--- src/hw/rtl/ntrp_pkg.sv ---
// shared types, register indexes, parse phase and outcome codes of the text record parser
package ntrp_pkg;

   // configuration port geometry
   localparam int unsigned CsrIndexWidth = 3;
   localparam int unsigned CsrDataWidth  = 8;

   // register indexes
   localparam logic [CsrIndexWidth-1:0] REG_LEAD_SKIP         = 3'd0;
   localparam logic [CsrIndexWidth-1:0] REG_EXPECTED_TNF      = 3'd1;
   localparam logic [CsrIndexWidth-1:0] REG_EXPECTED_TYPE_LEN = 3'd2;
   localparam logic [CsrIndexWidth-1:0] REG_EXPECTED_TYPE     = 3'd3;
   localparam logic [CsrIndexWidth-1:0] REG_EXPECTED_STATUS   = 3'd4;
   localparam logic [CsrIndexWidth-1:0] REG_LANG_FIRST        = 3'd5;
   localparam logic [CsrIndexWidth-1:0] REG_LANG_SECOND       = 3'd6;
   localparam logic [CsrIndexWidth-1:0] REG_MAX_RECORDS       = 3'd7;

   // parse phases
   localparam logic [3:0] PH_IDLE      = 4'd0;
   localparam logic [3:0] PH_SKIP      = 4'd1;
   localparam logic [3:0] PH_TLV_TYPE  = 4'd2;
   localparam logic [3:0] PH_TLV_LEN   = 4'd3;
   localparam logic [3:0] PH_REC_START = 4'd4;
   localparam logic [3:0] PH_TYPE_LEN  = 4'd5;
   localparam logic [3:0] PH_PAY_LEN   = 4'd6;
   localparam logic [3:0] PH_TYPE      = 4'd7;
   localparam logic [3:0] PH_STATUS    = 4'd8;
   localparam logic [3:0] PH_LANG1     = 4'd9;
   localparam logic [3:0] PH_LANG2     = 4'd10;
   localparam logic [3:0] PH_PAYLOAD   = 4'd11;
   localparam logic [3:0] PH_DONE      = 4'd12;

   // outcome codes
   localparam logic [2:0] OUT_RUNNING    = 3'd0;
   localparam logic [2:0] OUT_TERMINATOR = 3'd1;
   localparam logic [2:0] OUT_LIMIT      = 3'd2;
   localparam logic [2:0] OUT_BAD_TNF    = 3'd3;
   localparam logic [2:0] OUT_BAD_TYPE   = 3'd4;
   localparam logic [2:0] OUT_BAD_STATUS = 3'd5;
   localparam logic [2:0] OUT_BAD_LANG   = 3'd6;
   localparam logic [2:0] OUT_SHORT_LEN  = 3'd7;

   localparam logic [7:0] TERMINATOR_BYTE = 8'hFE;
   localparam logic [7:0] PREAMBLE_LEN    = 8'd3;

   typedef struct packed {
      logic [3:0] lead_skip;
      logic [2:0] expected_tnf;
      logic [7:0] expected_type_len;
      logic [7:0] expected_type;
      logic [7:0] expected_status;
      logic [7:0] lang_first;
      logic [7:0] lang_second;
      logic [7:0] max_records;
   } cfg_type;

   typedef struct packed {
      logic [3:0] parse_phase;
      logic [3:0] skip_left;
      logic [7:0] length_left;
      logic [7:0] record_counter;
      logic       tnf_ok;
      logic       type_len_ok;
   } parse_state_type;

   typedef struct packed {
      logic [7:0] in_byte;
      logic       first;
   } req_payload_type;

   typedef struct packed {
      logic [7:0] payload_byte;
      logic [7:0] record_number;
      logic       has_payload;
      logic       record_last;
      logic       finished;
      logic [2:0] outcome;
   } rsp_payload_type;

endpackage

--- src/hw/rtl/ntrp_csr.sv ---
// configuration registers of the text record parser
module ntrp_csr import ntrp_pkg::*; (
   input  logic                     clock,
   input  logic                     reset,
   input  logic                     csr_we,
   input  logic [CsrIndexWidth-1:0] csr_index,
   input  logic [CsrDataWidth-1:0]  csr_wdata,
   output cfg_type                  cfg
);

   cfg_type cfg_ff;
   cfg_type cfg_in;

   // register write decode
   always_comb begin
      cfg_in = cfg_ff;
      if (csr_we) begin
         unique case (csr_index)
            REG_LEAD_SKIP:         cfg_in.lead_skip         = csr_wdata[3:0];
            REG_EXPECTED_TNF:      cfg_in.expected_tnf      = csr_wdata[2:0];
            REG_EXPECTED_TYPE_LEN: cfg_in.expected_type_len = csr_wdata;
            REG_EXPECTED_TYPE:     cfg_in.expected_type     = csr_wdata;
            REG_EXPECTED_STATUS:   cfg_in.expected_status   = csr_wdata;
            REG_LANG_FIRST:        cfg_in.lang_first        = csr_wdata;
            REG_LANG_SECOND:       cfg_in.lang_second       = csr_wdata;
            REG_MAX_RECORDS:       cfg_in.max_records       = csr_wdata;
            default:               cfg_in = cfg_ff;
         endcase
      end
   end

   always_ff @(posedge clock) begin
      if (reset) begin
         cfg_ff.lead_skip         <= 4'd0;
         cfg_ff.expected_tnf      <= 3'd1;
         cfg_ff.expected_type_len <= 8'd1;
         cfg_ff.expected_type     <= 8'd84;
         cfg_ff.expected_status   <= 8'd2;
         cfg_ff.lang_first        <= 8'd101;
         cfg_ff.lang_second       <= 8'd110;
         cfg_ff.max_records       <= 8'd8;
      end else begin
         cfg_ff <= cfg_in;
      end
   end

   assign cfg = cfg_ff;

endmodule

--- src/hw/rtl/ntrp_step.sv ---
// per-byte parse step: next parse state and the optional result of one byte
module ntrp_step import ntrp_pkg::*; (
   input  cfg_type         cfg,
   input  parse_state_type state_cur,
   input  req_payload_type req,
   output parse_state_type state_next,
   output logic            res_valid,
   output rsp_payload_type res
);

   parse_state_type eff;
   logic [7:0]      b;
   logic [7:0]      count_inc;
   logic            limit_hit;

   assign b         = req.in_byte;
   assign eff       = req.first ? '{parse_phase: PH_TLV_TYPE, skip_left: 4'd0,
                                    length_left: 8'd0, record_counter: 8'd0,
                                    tnf_ok: 1'b0, type_len_ok: 1'b0}
                                : state_cur;
   assign count_inc = eff.record_counter + 8'd1;
   assign limit_hit = count_inc >= cfg.max_records;

   always_comb begin
      state_next        = eff;
      res_valid         = 1'b0;
      res.payload_byte  = 8'd0;
      res.record_number = eff.record_counter;
      res.has_payload   = 1'b0;
      res.record_last   = 1'b0;
      res.finished      = 1'b0;
      res.outcome       = OUT_RUNNING;

      if (req.first && (cfg.lead_skip != 4'd0)) begin
         // first byte swallowed by the lead skip
         state_next.skip_left   = cfg.lead_skip - 4'd1;
         state_next.parse_phase = (cfg.lead_skip != 4'd1) ? PH_SKIP : PH_TLV_TYPE;
      end else begin
         unique case (eff.parse_phase)
            PH_SKIP: begin
               state_next.skip_left = eff.skip_left - 4'd1;
               if (eff.skip_left == 4'd1) begin
                  state_next.parse_phase = PH_TLV_TYPE;
               end
            end
            PH_TLV_TYPE: begin
               if (b != 8'd0) begin
                  state_next.parse_phase = PH_TLV_LEN;
               end
            end
            PH_TLV_LEN: begin
               state_next.parse_phase = PH_REC_START;
            end
            PH_REC_START: begin
               if (b == TERMINATOR_BYTE) begin
                  res_valid = 1'b1;
                  res.finished = 1'b1;
                  res.outcome = OUT_TERMINATOR;
                  state_next.parse_phase = PH_DONE;
               end else if (eff.record_counter >= cfg.max_records) begin
                  res_valid = 1'b1;
                  res.finished = 1'b1;
                  res.outcome = OUT_LIMIT;
                  state_next.parse_phase = PH_DONE;
               end else begin
                  state_next.tnf_ok      = (b[2:0] == cfg.expected_tnf);
                  state_next.parse_phase = PH_TYPE_LEN;
               end
            end
            PH_TYPE_LEN: begin
               state_next.type_len_ok = (b == cfg.expected_type_len);
               state_next.parse_phase = PH_PAY_LEN;
            end
            PH_PAY_LEN: begin
               state_next.length_left = b;
               state_next.parse_phase = PH_TYPE;
            end
            PH_TYPE: begin
               // checks in order: tnf, type length and type, short payload
               if (!eff.tnf_ok) begin
                  res_valid = 1'b1;
                  res.finished = 1'b1;
                  res.outcome = OUT_BAD_TNF;
                  state_next.parse_phase = PH_DONE;
               end else if (!eff.type_len_ok || (b != cfg.expected_type)) begin
                  res_valid = 1'b1;
                  res.finished = 1'b1;
                  res.outcome = OUT_BAD_TYPE;
                  state_next.parse_phase = PH_DONE;
               end else if (eff.length_left < PREAMBLE_LEN) begin
                  res_valid = 1'b1;
                  res.finished = 1'b1;
                  res.outcome = OUT_SHORT_LEN;
                  state_next.parse_phase = PH_DONE;
               end else begin
                  state_next.length_left = eff.length_left - PREAMBLE_LEN;
                  state_next.parse_phase = PH_STATUS;
               end
            end
            PH_STATUS: begin
               if (b != cfg.expected_status) begin
                  res_valid = 1'b1;
                  res.finished = 1'b1;
                  res.outcome = OUT_BAD_STATUS;
                  state_next.parse_phase = PH_DONE;
               end else begin
                  state_next.parse_phase = PH_LANG1;
               end
            end
            PH_LANG1: begin
               if (b != cfg.lang_first) begin
                  res_valid = 1'b1;
                  res.finished = 1'b1;
                  res.outcome = OUT_BAD_LANG;
                  state_next.parse_phase = PH_DONE;
               end else begin
                  state_next.parse_phase = PH_LANG2;
               end
            end
            PH_LANG2: begin
               if (b != cfg.lang_second) begin
                  res_valid = 1'b1;
                  res.finished = 1'b1;
                  res.outcome = OUT_BAD_LANG;
                  state_next.parse_phase = PH_DONE;
               end else if (eff.length_left == 8'd0) begin
                  // empty text completes the record here
                  res_valid = 1'b1;
                  res.record_last = 1'b1;
                  res.finished = limit_hit;
                  res.outcome = limit_hit ? OUT_LIMIT : OUT_RUNNING;
                  state_next.record_counter = count_inc;
                  state_next.parse_phase = limit_hit ? PH_DONE : PH_REC_START;
               end else begin
                  state_next.parse_phase = PH_PAYLOAD;
               end
            end
            PH_PAYLOAD: begin
               res_valid = 1'b1;
               res.payload_byte = b;
               res.has_payload = 1'b1;
               state_next.length_left = eff.length_left - 8'd1;
               if (eff.length_left == 8'd1) begin
                  res.record_last = 1'b1;
                  res.finished = limit_hit;
                  res.outcome = limit_hit ? OUT_LIMIT : OUT_RUNNING;
                  state_next.record_counter = count_inc;
                  state_next.parse_phase = limit_hit ? PH_DONE : PH_REC_START;
               end
            end
            default: begin
               // idle or done: byte ignored
               state_next = eff;
            end
         endcase
      end
   end

endmodule

--- src/hw/rtl/ndef_text_record_parser_unit.sv ---
// top level of the text record parser: parse state, result register and assertions
//
//   channel  direction  handshake             payload
//   req      in         req_valid/req_ready   req_data   (in_byte, first)
//   rsp      out        rsp_valid/rsp_ready   rsp_data   (payload, record tag, status)
//   csr      in         csr_we                csr_index, csr_wdata
//
// one byte per cycle while req_ready is high: each transfer updates the parse state
// in the same cycle and, when the byte yields a result, loads the result register.
// the result register is the only buffer: req_ready is low only while it holds
// a result that rsp_ready does not take in that cycle.
// synchronous active-high reset puts the parse idle and the csr registers at defaults.
module ndef_text_record_parser_unit import ntrp_pkg::*; (
   input  logic                     clock,
   input  logic                     reset,
   input  logic                     req_valid,
   output logic                     req_ready,
   input  req_payload_type          req_data,
   output logic                     rsp_valid,
   input  logic                     rsp_ready,
   output rsp_payload_type          rsp_data,
   input  logic                     csr_we,
   input  logic [CsrIndexWidth-1:0] csr_index,
   input  logic [CsrDataWidth-1:0]  csr_wdata
);

   cfg_type         cfg;
   parse_state_type state_ff;
   parse_state_type state_in;
   parse_state_type step_state;
   logic            step_valid;
   rsp_payload_type step_res;
   logic            rsp_valid_ff;
   logic            rsp_valid_in;
   rsp_payload_type rsp_data_ff;
   logic            req_fire;

   ntrp_csr u_csr (
      .clock     (clock),
      .reset     (reset),
      .csr_we    (csr_we),
      .csr_index (csr_index),
      .csr_wdata (csr_wdata),
      .cfg       (cfg)
   );

   ntrp_step u_step (
      .cfg        (cfg),
      .state_cur  (state_ff),
      .req        (req_data),
      .state_next (step_state),
      .res_valid  (step_valid),
      .res        (step_res)
   );

   // input side free when the result register is empty or drains this cycle
   assign req_ready = !rsp_valid_ff || rsp_ready;
   assign req_fire  = req_valid && req_ready;

   // parse state advances on each input transfer
   assign state_in = req_fire ? step_state : state_ff;

   always_ff @(posedge clock) begin
      if (reset) begin
         state_ff.parse_phase    <= PH_IDLE;
         state_ff.skip_left      <= 4'd0;
         state_ff.length_left    <= 8'd0;
         state_ff.record_counter <= 8'd0;
         state_ff.tnf_ok         <= 1'b0;
         state_ff.type_len_ok    <= 1'b0;
      end else begin
         state_ff <= state_in;
      end
   end

   // result register
   always_comb begin
      rsp_valid_in = rsp_valid_ff && !rsp_ready;
      if (req_fire && step_valid) begin
         rsp_valid_in = 1'b1;
      end
   end

   always_ff @(posedge clock) begin
      if (reset) begin
         rsp_valid_ff <= 1'b0;
      end else begin
         rsp_valid_ff <= rsp_valid_in;
      end
   end

   always_ff @(posedge clock) begin
      if (req_fire && step_valid) begin
         rsp_data_ff <= step_res;
      end
   end

   assign rsp_valid = rsp_valid_ff;
   assign rsp_data  = rsp_data_ff;

`ifndef ASSERT_OFF
   // a finishing result leaves the parse in the done phase
   a_finish_done: assert property (@(posedge clock) disable iff (reset)
      (req_fire && step_valid && step_res.finished) |=> (state_ff.parse_phase == PH_DONE))
      else $error("finishing result did not end the parse");

   // finished flag and outcome code agree
   a_finish_code: assert property (@(posedge clock) disable iff (reset)
      rsp_valid |-> (rsp_data.finished == (rsp_data.outcome != OUT_RUNNING)))
      else $error("finished flag disagrees with outcome");

   // a result without payload carries a zero byte
   a_empty_byte: assert property (@(posedge clock) disable iff (reset)
      (rsp_valid && !rsp_data.has_payload) |-> (rsp_data.payload_byte == 8'd0))
      else $error("payload byte set without payload");
`endif

endmodule
--- config.mk ---
export PLATFORM = sky130hd
export DESIGN_NAME = ndef_text_record_parser_unit
export DESIGN_NICKNAME = d
export VERILOG_FILES = /design/src/hw/rtl/ntrp_pkg.sv /design/src/hw/rtl/ntrp_csr.sv /design/src/hw/rtl/ntrp_step.sv /design/src/hw/rtl/ndef_text_record_parser_unit.sv
export SDC_FILE = /design/constraint.sdc
export NUM_CORES = 1
export LEC_CHECK = 0
export BUFFER_PORTS_ARGS = -buffer_cell sky130_fd_sc_hd__buf_2
export CORE_MARGIN = 10
export CORE_UTILIZATION = 44
export DETAILED_ROUTE_END_ITERATION = 16
export GPL_TIMING_DRIVEN = 0
export PLACE_DENSITY = 0.65
export SYNTH_ARGS = -nofsm -noshare
export SYNTH_HDL_FRONTEND = slang
export SYNTH_HIERARCHICAL = 1
export SYNTH_SLANG_ARGS = --single-unit
--- constraint.sdc ---
create_clock -name clock -period 4.2 [get_ports clock]
set_clock_uncertainty 0.2 [all_clocks]
set_input_delay 0.21 -clock clock [delete_from_list [all_inputs] [get_ports clock]]
set_output_delay 0.21 -clock clock [all_outputs]
set_load 0.01 [all_outputs]
# == Word level (Yosys, flattened, before mapping) ==
# Cells that the tools add are included.
# totals
reg_bits,104
output_inout_bits,24
# op_classes
add_sub_neg,5
n_lt_le_gt_ge,3
mux,58
bitwise_logic,1
n_reduce_logical,22
eq_ne,28
# ops
operator,count
4-bit 2-to-1 mux,19
8-bit 2-to-1 mux,7
4-bit case mux with 11 select lines,1
8-bit inequality test,4
26-bit 2-to-1 mux,1
4-bit case mux with 6 select lines,1
8-bit case mux with 3 select lines,1
18-bit 2-to-1 mux,1
1-bit 2-to-1 mux,17
"4-bit by 3-bit equality test with 1-bit output, second input constant",4
"4-bit equality test, second input constant",4
8-bit >= comparator,2
8-bit case mux with 2 select lines,1
2-bit AND reduction,8
"3-bit equality test, second input constant",4
5-bit 2-to-1 mux,2
3-bit 2-to-1 mux,3
"8-bit by 1-bit adder with 8-bit output, second input constant",1
"4-bit by 1-bit equality test with 1-bit output, second input constant",2
"4-bit by 2-bit equality test with 1-bit output, second input constant",2
"8-bit by 1-bit equality test with 1-bit output, second input constant",1
8-bit equality test,1
"8-bit equality test, second input constant",1
8-bit zero test,1
19 further kinds,28

# == Depth between registers and ports, before layout ==
# Gate-level depths: netlist of run 1.
# logic_depth
word_depth,9
depth_mapped,18
mapped_depth_nobuf,16

# == Hierarchy ==
# The synthesis of run 1 kept the hierarchy.
# modules_own_cells
module,area_each_um2,cells_per_inst,seq_area_each_um2,n_inst
ntrp_step,2735.1,412,0.0,1
ntrp_csr,2220.9,207,1101.1,1
ndef_text_record_parser_unit,1919.3,146,1201.2,1

# == Worst setup path before layout of run 1 ==
# OpenSTA, ideal clock, no wires.
# synth_timing
kind,in2reg
startpoint,in req_data[0] (netlist bit)
endpoint,"reg rsp_data_ff, in the netlist rsp_data[0], enable pin"
t_required_ns,3.597
slack_ns,0.841
setup_ns,0.403
n_path_buf,2
arrival_time_ns,2.756
path_stages,12
path_cell_list,buf_6 buf_2 nor2b_1 inv_1 ha_1 nor2b_1 a32o_1 o21ai_0 and2_1 nand4_1 nand2_1 nor2b_1
# synth_between
elab_chain_len,8
# synth_lines
element,line,source
"start, declared",ndef_text_record_parser_unit.sv:18,"input req_payload_type req_data,"
26-bit 2-to-1 mux,ntrp_step.sv:17,"assign eff = req.first ? '{parse_phase: PH_TLV_TYPE, skip_left: 4'd0,"
8-bit by 2-bit less-than comparator with 1-bit output or 1-bit zero test (tied branches),"ntrp_step.sv:90, ntrp_step.sv:85",
1-bit 2-to-1 mux or 1-bit logical OR (tied branches),"ntrp_step.sv:90, ntrp_step.sv:85",
1-bit 2-to-1 mux,ntrp_step.sv:85,end else if (!eff.type_len_ok || (b != cfg.expected_type)) begin
1-bit 2-to-1 mux,ntrp_step.sv:80,if (!eff.tnf_ok) begin
1-bit case mux with 6 select lines,ntrp_step.sv:39,unique case (eff.parse_phase)
1-bit 2-to-1 mux *,ntrp_step.sv:34,if (req.first && (cfg.lead_skip != 4'd0)) begin
net step_valid,ndef_text_record_parser_unit.sv:31,logic step_valid;
1-bit logical AND *,ndef_text_record_parser_unit.sv:93,if (req_fire && step_valid) begin
"end signal, assigned",ndef_text_record_parser_unit.sv:94,rsp_data_ff <= step_res;
"end, declared",ndef_text_record_parser_unit.sv:35,rsp_payload_type rsp_data_ff;
# Mark *: on every way through the listed nets, which the timed path passes. The rest lies on a longest branch.
# A chain may end at the register's enable or synchronous reset.

==> results by stage, run 1 <==
Die:
- The placeable core area is 15300 um2.
- The die extent in x is approximately 150 um.
- In this run the vertical extent of the chip is 145 um.
- The effective utilization at floorplan is between 40% and 50%.
- After floorplanning, the core was divided into 45 placement rows.
- The boundary pin count is 49.
- The area of the die is ~21000 um2.

Clock network:
- The longest clock path from root to sink contains 2 buffers.
- After clock tree synthesis, the clock-pin slew on the worst setup and hold paths is 70 ps.
- The root buffer cell is sky130_fd_sc_hd__clkbuf_16.
- The clock latency reported for the late side of the worst-skew pair is 370 ps.
- The post-CTS setup buffer count is 0.
- In this run the number of H-tree levels came out at 3.
- Post-CTS repair changed the size of 0 cells.
- The clock net sink count is ~100.
- The number of hold buffers added after cts is 7.
- Counting the buffers created by CTS gives 9.
- The TritonCTS clock tree is done.

Final layout:
- The sequential cells in the finished layout cover a total of between 2000 and 2500 um2.
- 0 antenna diodes ended up in the layout.
- The count of cells in the finished layout, fillers not included, comes to 1035.
- Cells with a size suffix above 1 make up 16.1% of the layout.
- The area growth from synthesis to layout is 11.7%.
- The end-of-flow core utilization is 50.3%.
- The multi-input logic area is 4180 um2.
- The net total in the final layout is 868.
- After routing the design area is 7680 um2.
- The layout filler cell count is approximately 1500.

Synthesis:
- After synthesis the netlist holds a flip-flop and latch count of 104.
- The async set-reset flop share out of synthesis is 0%.
- The number of warning messages in the yosys log is 6.
- Among all flip-flop cells after synthesis, the most frequent one is sky130_fd_sc_hd__dfxtp_1.
- Yosys mapped the design onto 80 distinct sky130hd cell types.
- Summing the sequential cell areas from Yosys gives 33.5% of the chip area.
- The number of enable flip-flop cells after synthesis is 22.
- The mean cell area of the mapped netlist is about 9.0 um2.
- The mapped cell area is between 6000 and 7000 um2.
- The number of nets handed over by synthesis was 814.
- The number of instances in the synthesized netlist is roughly 770.

STA:
- Setup repair after global routing left no endpoint under its margin.
- The final period utilization is 92.6%.
- The final-report hold violation count is 0.
- For the pin with the worst max-slew slack, the measured transition is between 700 and 800 ps.
- The setup-violating endpoint count in the final report is 0.
- For the final routed database, the setup TNS stands at 0 ps.
- The final max-slew violation count is 0.
- The normalized max-slew margin is 46.8%.
- After layout, the minimum clock period comes to a little under 4000 ps.
- The maximum clock frequency is 0.257 GHz.

Pwr:
- Dividing total power by cell area gives a power density of 283 nW/um2.
- For this design the total switching power over the nets is between 0.0006 and 0.0007 W.
- Across the VDD grid, the largest voltage drop is between 0.0002 and 0.00025 V.
- The share of total power in combinational logic is 14.1%.
- Sequential cells burn between 40% and 50% of the power.
- The internal power is 0.00157 W.
- The clock network burns 37.3% of the power.
- The cell leakage power is between 3 and 4 nW.
- The switching share of power is between 20 and 30%.

Status:
- The run finished with clean final reports.

Drt:
- The first TritonRoute pass finished after 4 iterations.
- The routed length on met1 is between 8000 and 9000 um.
- The count of nets left with antenna violations once routing finished came out at 0.
- After detailed routing, the number of remaining DRC violations is 0.
- The routed design uses approximately 8500 um of met2 wire.
- The routed wire length is 19400 um.
- After detailed routing, the number of vias per cell comes to roughly 5.6.
- The routed wirelength normalized by instance count is 18.8 um.
- The met3 wirelength from detailed routing is 1340 um.
- The overall via count from detail_route is 5786.
- The detailed router finished its first iteration with roughly 400 violations.
- The highest routing layer actually used is met4.

Worst hold path:
- In this run the worst hold path is classified as primary input to register.

Setup path:
- The required time reported for the critical path endpoint is 4260 ps.
- STA classifies the critical path endpoint as a register.
- The sort of element at the start of the critical path is a primary input.
- Along the worst path, the maximum fanout reaches 10.
- At the worst endpoint, the arrival time is 3950 ps.
- The type of the worst setup path is primary input to register.

Place:
- The placed instances occupy a cell area of 7330 um2.
- Routability-driven placement finished with a final weighted congestion of 0.962.
- In this run the tool buffered the top-level ports with 35 buffer cells.
- The number of cells after detailed placement is 1012.
- The detailed placement HPWL is 14500 um.

Global route:
- The initial antenna violation count came to 0.
- The maximum number of pins on one net before global-route repair is 21.
- The via count of the first global-routing pass is around 5700.
- The overall overflow remaining after global route is 0.
- For this run, the total global-route usage over all layers was measured as 18.1%.
- The global-route wire length before repair is 30900 um.

Run:
- Max-cap violations in this run came to 0.
stage by stage:
stage / hold slack [ps] / setup slack (ps) / total power (W)
floorplan: 177 / 841 / 0.00129
global placement: 260 / -491 / 0.00138
detailed placement: 264 / 29.4 / 0.00138
CTS: 0.241 / 392 / 0.00218
global route: 16.0 / 107 / 0.00225
finish: 5.92 / 311 / 0.00217
critical path, cell delays in order:
cell,delay (ps)
sky130_fd_sc_hd__buf_2,110
sky130_fd_sc_hd__buf_6,150
sky130_fd_sc_hd__inv_2,180
sky130_fd_sc_hd__clkbuf_1,520
sky130_fd_sc_hd__nand2_1,150
sky130_fd_sc_hd__inv_1,140
sky130_fd_sc_hd__ha_1,230
sky130_fd_sc_hd__and3_1,250
sky130_fd_sc_hd__nand3_1,110
sky130_fd_sc_hd__xnor2_1,260
sky130_fd_sc_hd__ha_1,300
sky130_fd_sc_hd__a21o_1,180
sky130_fd_sc_hd__a21oi_1,220
sky130_fd_sc_hd__o211ai_1,220
sky130_fd_sc_hd__a21oi_1,200
sky130_fd_sc_hd__o21a_1,140
sky130_fd_sc_hd__o211ai_1,140
sky130_fd_sc_hd__nand4b_1,160
sky130_fd_sc_hd__o21ai_2,70
layer usage:
layer,track usage [%],vias to the layer above
met5,0,-
met4,8.53,0
met3,4.35,51
met2,26.8,193
met1,24.2,2714
li1,-,2828
layout make-up:
| cell class | count | area share (%) |
|---|---|---|
| plain buffers | 53 | 3.78 |
| clock buffers | 9 | 2.93 |
| clock inverters | 7 | 0.684 |
| inverters | 28 | 1.37 |
| multi-input cells | 580 | 54.4 |
| flip-flops and latches | 104 | 30.0 |
| well taps | 211 | 3.44 |
| repair buffers | 43 | 3.39 |
final timing paths:
kind / startpoint / to / slack [ps] / cells past startpoint
max: req_data[0] / state_ff[25]$_SDFFE_PP0P_ / 310 / 19
min: req_valid / state_ff[9]$_SDFFE_PP0P_ / 6 / 3
max reg2reg: state_ff[3]$_SDFFE_PP0P_ / state_ff[25]$_SDFFE_PP0P_ / 770 / 15
min reg2reg: state_ff[6]$_SDFFE_PP0P_ / state_ff[6]$_SDFFE_PP0P_ / 270 / 2
flip-flops by register name, indices dropped and copies added, names as in the netlist:
name and flops:
rsp_data 22, u_csr/cfg 55, state_ff 26, rsp_valid 1
placed cells by master, fill, tap and decap left out, drive strengths merged, types with 3 or more instances in the layout:
| cell type | netlist | routed |
|---|---|---|
| nand3b | 4 | 4 |
| mux2i | 56 | 56 |
| nor2b | 12 | 12 |
| nand4b | 30 | 30 |
| inv | 28 | 32 |
| o211ai | 6 | 6 |
| a221o | 4 | 4 |
| nand4bb | 3 | 3 |
| xor2 | 23 | 23 |
| a21o | 5 | 5 |
| edfxtp | 22 | 22 |
| o21a | 4 | 4 |
| nand2b | 81 | 81 |
| buf | 36 | 72 |
| nand4 | 11 | 11 |
| a21oi | 25 | 25 |
| and3 | 12 | 12 |
| and2 | 3 | 3 |
| dlygate4sd3 | 0 | 7 |
| a31oi | 6 | 6 |
| nand2 | 42 | 42 |
| nand3 | 15 | 15 |
| clkbuf | 17 | 26 |
| o21ai | 53 | 53 |
| nor3 | 8 | 8 |
| xnor2 | 36 | 36 |
| nor4 | 12 | 12 |
| nor2 | 61 | 61 |
| ha | 24 | 24 |
| or3 | 4 | 4 |
| a211oi | 5 | 5 |
| dfxtp | 82 | 82 |
power groups by stage:
stage,clock network [W],logic (W),registers [W]
4_1_cts,0.000825,0.000303,0.00106
5_1_grt,0.000862,0.000332,0.00106
3_3_place_gp,0,0.000297,0.00108
6_report,0.000809,0.000307,0.00106
3_5_place_dp,0,0.000297,0.00108
2_1_floorplan,0,0.000210,0.00108
Yosys cell counts (11+ instances only):
| library cell | instances | area (um2) |
|---|---|---|
| sky130_fd_sc_hd__dfxtp_1 | 82 | 1640 |
| sky130_fd_sc_hd__nand2b_1 | 79 | 494 |
| sky130_fd_sc_hd__nor2_1 | 58 | 218 |
| sky130_fd_sc_hd__mux2i_1 | 56 | 561 |
| sky130_fd_sc_hd__nand2_1 | 41 | 154 |
| sky130_fd_sc_hd__xnor2_1 | 36 | 315 |
| sky130_fd_sc_hd__nand4b_1 | 30 | 263 |
| sky130_fd_sc_hd__o21ai_0 | 28 | 140 |
| sky130_fd_sc_hd__a21oi_1 | 25 | 125 |
| sky130_fd_sc_hd__inv_1 | 25 | 93.8 |
| sky130_fd_sc_hd__ha_1 | 24 | 300 |
| sky130_fd_sc_hd__xor2_1 | 23 | 201 |
| sky130_fd_sc_hd__buf_2 | 22 | 110 |
| sky130_fd_sc_hd__edfxtp_1 | 22 | 661 |
| sky130_fd_sc_hd__o21ai_2 | 20 | 175 |
| sky130_fd_sc_hd__clkbuf_1 | 17 | 63.8 |
| sky130_fd_sc_hd__nand3_1 | 13 | 65.1 |
| sky130_fd_sc_hd__and3_1 | 12 | 75.1 |
| sky130_fd_sc_hd__nand4_1 | 11 | 68.8 |
| sky130_fd_sc_hd__nor2b_1 | 11 | 68.8 |
logic make-up after synthesis:
kind of cell | after synthesis | synth area share (%)
adders and majority gates | 24 | 4.37
DFF | 104 | 33.5
and+or+nand+nor | 308 | 27.2
xor gates and xnor gates | 59 | 7.52
muxes | 56 | 8.15
AOI/OAI and AO/OA | 133 | 13.6
buffers and inverters | 81 | 5.75
Power figures use the tool's default switching activity.
==> run 2, diff against run 1 <==
--- a/config.mk
+++ b/config.mk
@@ -5,6 +5,7 @@
 export SDC_FILE = /design/constraint.sdc
 export NUM_CORES = 1
 export LEC_CHECK = 0
+export ABC_AREA = 1
 export BUFFER_PORTS_ARGS = -buffer_cell sky130_fd_sc_hd__buf_2
 export CORE_MARGIN = 10
 export CORE_UTILIZATION = 44
==> results by stage, run 2 <==
Status:
- The flow ran to the end, and the final reports show no timing, DRC or antenna violations.

Drt:
- The number of antenna-violating nets in the routed design is 0.
- The sum of met2 wire segment lengths after detailed routing is 9240 um.
- The DRC violation total after the first TritonRoute iteration is between 500 and 600.
- After detailed routing, the average wire length per cell comes to 15.5 um.
- The routed wire length is a little over 20000 um.
- The overall via count from detail_route is 6865.
- The routed length on met1 is 9250 um.
- For this run, design rule violations remaining after detail routing come to 0.
- The highest routing layer actually used is met4.
- The met3 wirelength from detailed routing is roughly 1800 um.
- The pre-antenna-repair detailed-routing pass consisted of 5 iterations.
- The ratio of routed vias to standard cells is 5.13.

Synthesis:
- Yosys mapped a number of flops with a built-in enable equal to 22.
- The cell with the most instances after synthesis is sky130_fd_sc_hd__nand2_1.
- By area the synthesized netlist is led by sky130_fd_sc_hd__dfxtp_1 24%, sky130_fd_sc_hd__nand2_1 15%, sky130_fd_sc_hd__nor2_1 10%, sky130_fd_sc_hd__edfxtp_1 9.5%, sky130_fd_sc_hd__nand3_1 7.9%.
- The cell type contributing the most total cell area after synthesis is sky130_fd_sc_hd__dfxtp_1.
- The number of different library cells used by synthesis comes to 47.
- The number of instances in the synthesized netlist is 1065.
- During synthesis, Yosys emitted a total of 6 warnings.
- Counting every net in the synthesized netlist gives approximately 1100.
- The number of synthesized register bits is 104.
- The mean cell area of the mapped netlist is approximately 6.6 um2.
- The commonest cells after synthesis are 271 x sky130_fd_sc_hd__nand2_1, 190 x sky130_fd_sc_hd__nor2_1, 126 x sky130_fd_sc_hd__inv_1, 110 x sky130_fd_sc_hd__nand3_1, 82 x sky130_fd_sc_hd__dfxtp_1.
- The portion of synthesized cell area occupied by the leading cell type is 23.5%.
- The sequential cell area fraction in the yosys report is 33.0%.
- The async set-reset flop share out of synthesis is 0%.
- Among all flip-flop cells after synthesis, the most frequent one is sky130_fd_sc_hd__dfxtp_1.
- The mapped cell area is between 6000 and 7000 um2.

STA:
- Timing would allow up to 0.320 GHz.
- The final critical-path required period is 3130 ps.
- Hold is met by between 20 and 25 ps.
- The final-report hold violation count came to 0.
- Measured against its own limit, the worst slew margin works out to around 37%.
- The final max-slew violation count came to 0.
- Adding up every negative setup slack in the final design gives 0 ps.
- The final period utilization is 74.4%.
- The setup-violating endpoint count in the final report is 0.
- Setup repair after global routing left no endpoint under its margin.
- At the pin with the least slew margin, the transition time is between 900 and 1000 ps.

Place:
- Routability-driven placement finished with a final weighted congestion of approximately 0.95.
- The detailed placement HPWL is 15900 um.
- In this run the tool buffered the top-level ports with 38 buffer cells.

Setup path:
- The sort of element at the start of the critical path is a primary input.
- The number of cells on the worst reg-to-reg path is 14.
- Of all nets on the critical path, the largest fanout is 22.
- The signal arrival time at the worst endpoint is roughly 2900 ps.
- The reg-to-reg setup timing slack is approximately 1100 ps.
- In this run the critical register-to-register path is captured at rsp_data[7]$_DFFE_PP_.
- The most critical setup path has its endpoint at rsp_data[7]$_DFFE_PP_.
- The timing startpoint of the critical path is req_data[0].
- The reg-to-reg critical path startpoint is state_ff[2]$_SDFFE_PP0P_.
- The worst setup path is of the primary input to register kind.
- STA classifies the critical path endpoint as a register.
- The required time reported for the critical path endpoint is 3970 ps.

Run:
- The number of max-capacitance violations reported is 0.

Clock network:
- Post-CTS timing repair inserted 0 buffers for setup.
- The root buffer cell is sky130_fd_sc_hd__clkbuf_16.
- The clock passes through at most 2 buffers.
- The quantity of gates resized following cts is 0.
- The clock net sink count is between 100 and 150.
- The clock reaches the later pin of the worst-skew pair after about 360 ps.
- The H-tree depth reported by CTS is 3.
- Clock-pin slew was measured on the worst setup and hold paths at about 70 ps.
- The number of hold buffers added after cts is 8.
- TritonCTS built the clock tree.
- The number of buffers created by CTS is 9.

Pwr:
- Across the VDD grid, the largest voltage drop is roughly 0.00020 V.
- The cell leakage power is 3.68 nW.
- In this run the power density over the cells is 312 nW/um2.

Final layout:
- The top cell types in the final layout, fill and taps aside, are 271 x sky130_fd_sc_hd__nand2_1, 189 x sky130_fd_sc_hd__nor2_1, 126 x sky130_fd_sc_hd__inv_1.
- The multi-input logic area is just under 4000 um2.
- The count of inserted antenna diode cells is 0.
- From synthesis to final layout, the design area changed by 12.1%.
- The number of flip-flops in the largest register is 55.
- Counting the fill cells in the layout gives 1638.
- Of the cells placed in the final design, the portion with a size suffix greater than 1 is 11.1%.
- The final layout contains roughly 1200 nets.
- The total area of sequential cells is 2300 um2.
- Leaving out fill and tap cells, the most frequent cell in the layout is sky130_fd_sc_hd__nand2_1.

Die:
- Pin placement for this block handled about 50 I/O pins.
- After floorplanning, the core was divided into 45 placement rows.
- The die extent in x is 146 um.
- The area of the die is around 21000 um2.
- The effective utilization at floorplan is 45.4%.
- The placeable core area is around 15000 um2.
- The die is 146 um tall.

Global route:
- Entering global routing, the biggest net connects 23 pins.
- The initial antenna violation count came to 0.
- The global-route wire length before repair is 33000 um.
- The via count of the first global-routing pass was 6408.
- The overall overflow remaining after global route is 0.
- Global routing used 19.1% of the available tracks across all layers.

Worst hold path:
- The class of the worst hold path is primary input to register.
==> run 2: cell count changes in the layout (fill, tap and decap cells not counted), moves of 30 or more <==
cell	before	now
sky130_fd_sc_hd__inv_1	25	126
sky130_fd_sc_hd__nor2_1	58	189
sky130_fd_sc_hd__nand2_1	41	271
sky130_fd_sc_hd__mux2i_1	56	0
sky130_fd_sc_hd__nand2b_1	79	0
sky130_fd_sc_hd__nand4b_1	30	0
sky130_fd_sc_hd__nand3_1	13	110
==> run 2: kinds of logic after synthesis <==
family / after synthesis / synth area share, %
fa+ha+maj: 24 / 4.30
simple gates: 619 / 37.8
buf+inv: 175 / 11.6
xor+xnor: 39 / 4.89
flops: 104 / 33.0
compound gates: 104 / 8.39
==> run 2: metal layers <==
metal / vias to the layer above / track usage (%)
met5: - / 0
met4: 0 / 6.22
met3: 35 / 4.44
met2: 283 / 30.9
met1: 3066 / 24.6
li1: 3481 / -
==> run 2: worst max-delay path, stage by stage <==
cell and delay [ps]:
sky130_fd_sc_hd__buf_6 140, sky130_fd_sc_hd__inv_4 50, sky130_fd_sc_hd__buf_12 150, sky130_fd_sc_hd__buf_6 150, sky130_fd_sc_hd__nand2_1 220, sky130_fd_sc_hd__inv_1 130, sky130_fd_sc_hd__ha_1 310, sky130_fd_sc_hd__nand2_1 60
sky130_fd_sc_hd__nand2_1 40, sky130_fd_sc_hd__nand2_1 50, sky130_fd_sc_hd__nand2_1 40, sky130_fd_sc_hd__nand2_1 50, sky130_fd_sc_hd__nand2_1 120, sky130_fd_sc_hd__nand3_1 110, sky130_fd_sc_hd__nand2_1 90, sky130_fd_sc_hd__nand4_1 120
sky130_fd_sc_hd__inv_1 80, sky130_fd_sc_hd__nor2_2 740
==> run 2: final cells by class <==
cell class	count	share of cell area (%)
Clock inverter	1	0.0800
Sequential cell	104	29.4
Inverter	137	6.62
Buffer	38	3.74
Clock buffer	15	3.82
Timing Repair Buffer	46	3.45
Multi-Input combinational cell	786	49.5
Tap cell	211	3.37
==> run 2: power by group <==
group          switching, W  internal [W]
Combinational      0.000308      0.000168
Clock              0.000377      0.000489
Sequential        0.0000303       0.00107
Total              0.000715       0.00172
==> run 2: worst min path at each step <==
stage               cells past startpoint                         end                 startpoint  slack (ps)
floorplan                               2  u_csr/cfg[40]$_SDFFE_PP1P_               csr_wdata[0]         120
global placement                        2   state_ff[20]$_SDFFE_PP0P_  state_ff[20]$_SDFFE_PP0P_         260
detailed placement                      3  u_csr/cfg[13]$_SDFFE_PP1P_               csr_wdata[5]         260
CTS                                     4  u_csr/cfg[42]$_SDFFE_PP0P_                      reset          20
global route                            4  u_csr/cfg[42]$_SDFFE_PP0P_                      reset          50
finish                                  4  u_csr/cfg[37]$_SDFFE_PP0P_                      reset          20
==> run 2: metrics by stage <==
stage	util, %	instances	total power, W	instance area [um2]	setup slack, ps
finish	50.9	1338	0.00244	7820	1070
global route	50.9	1338	0.00255	7820	754
CTS	50.9	1338	0.00245	7820	1050
detailed placement	48.4	1314	0.00158	7440	682
global placement	48.4	1314	0.00158	7440	230
floorplan	-	1065	0.00146	6980	944
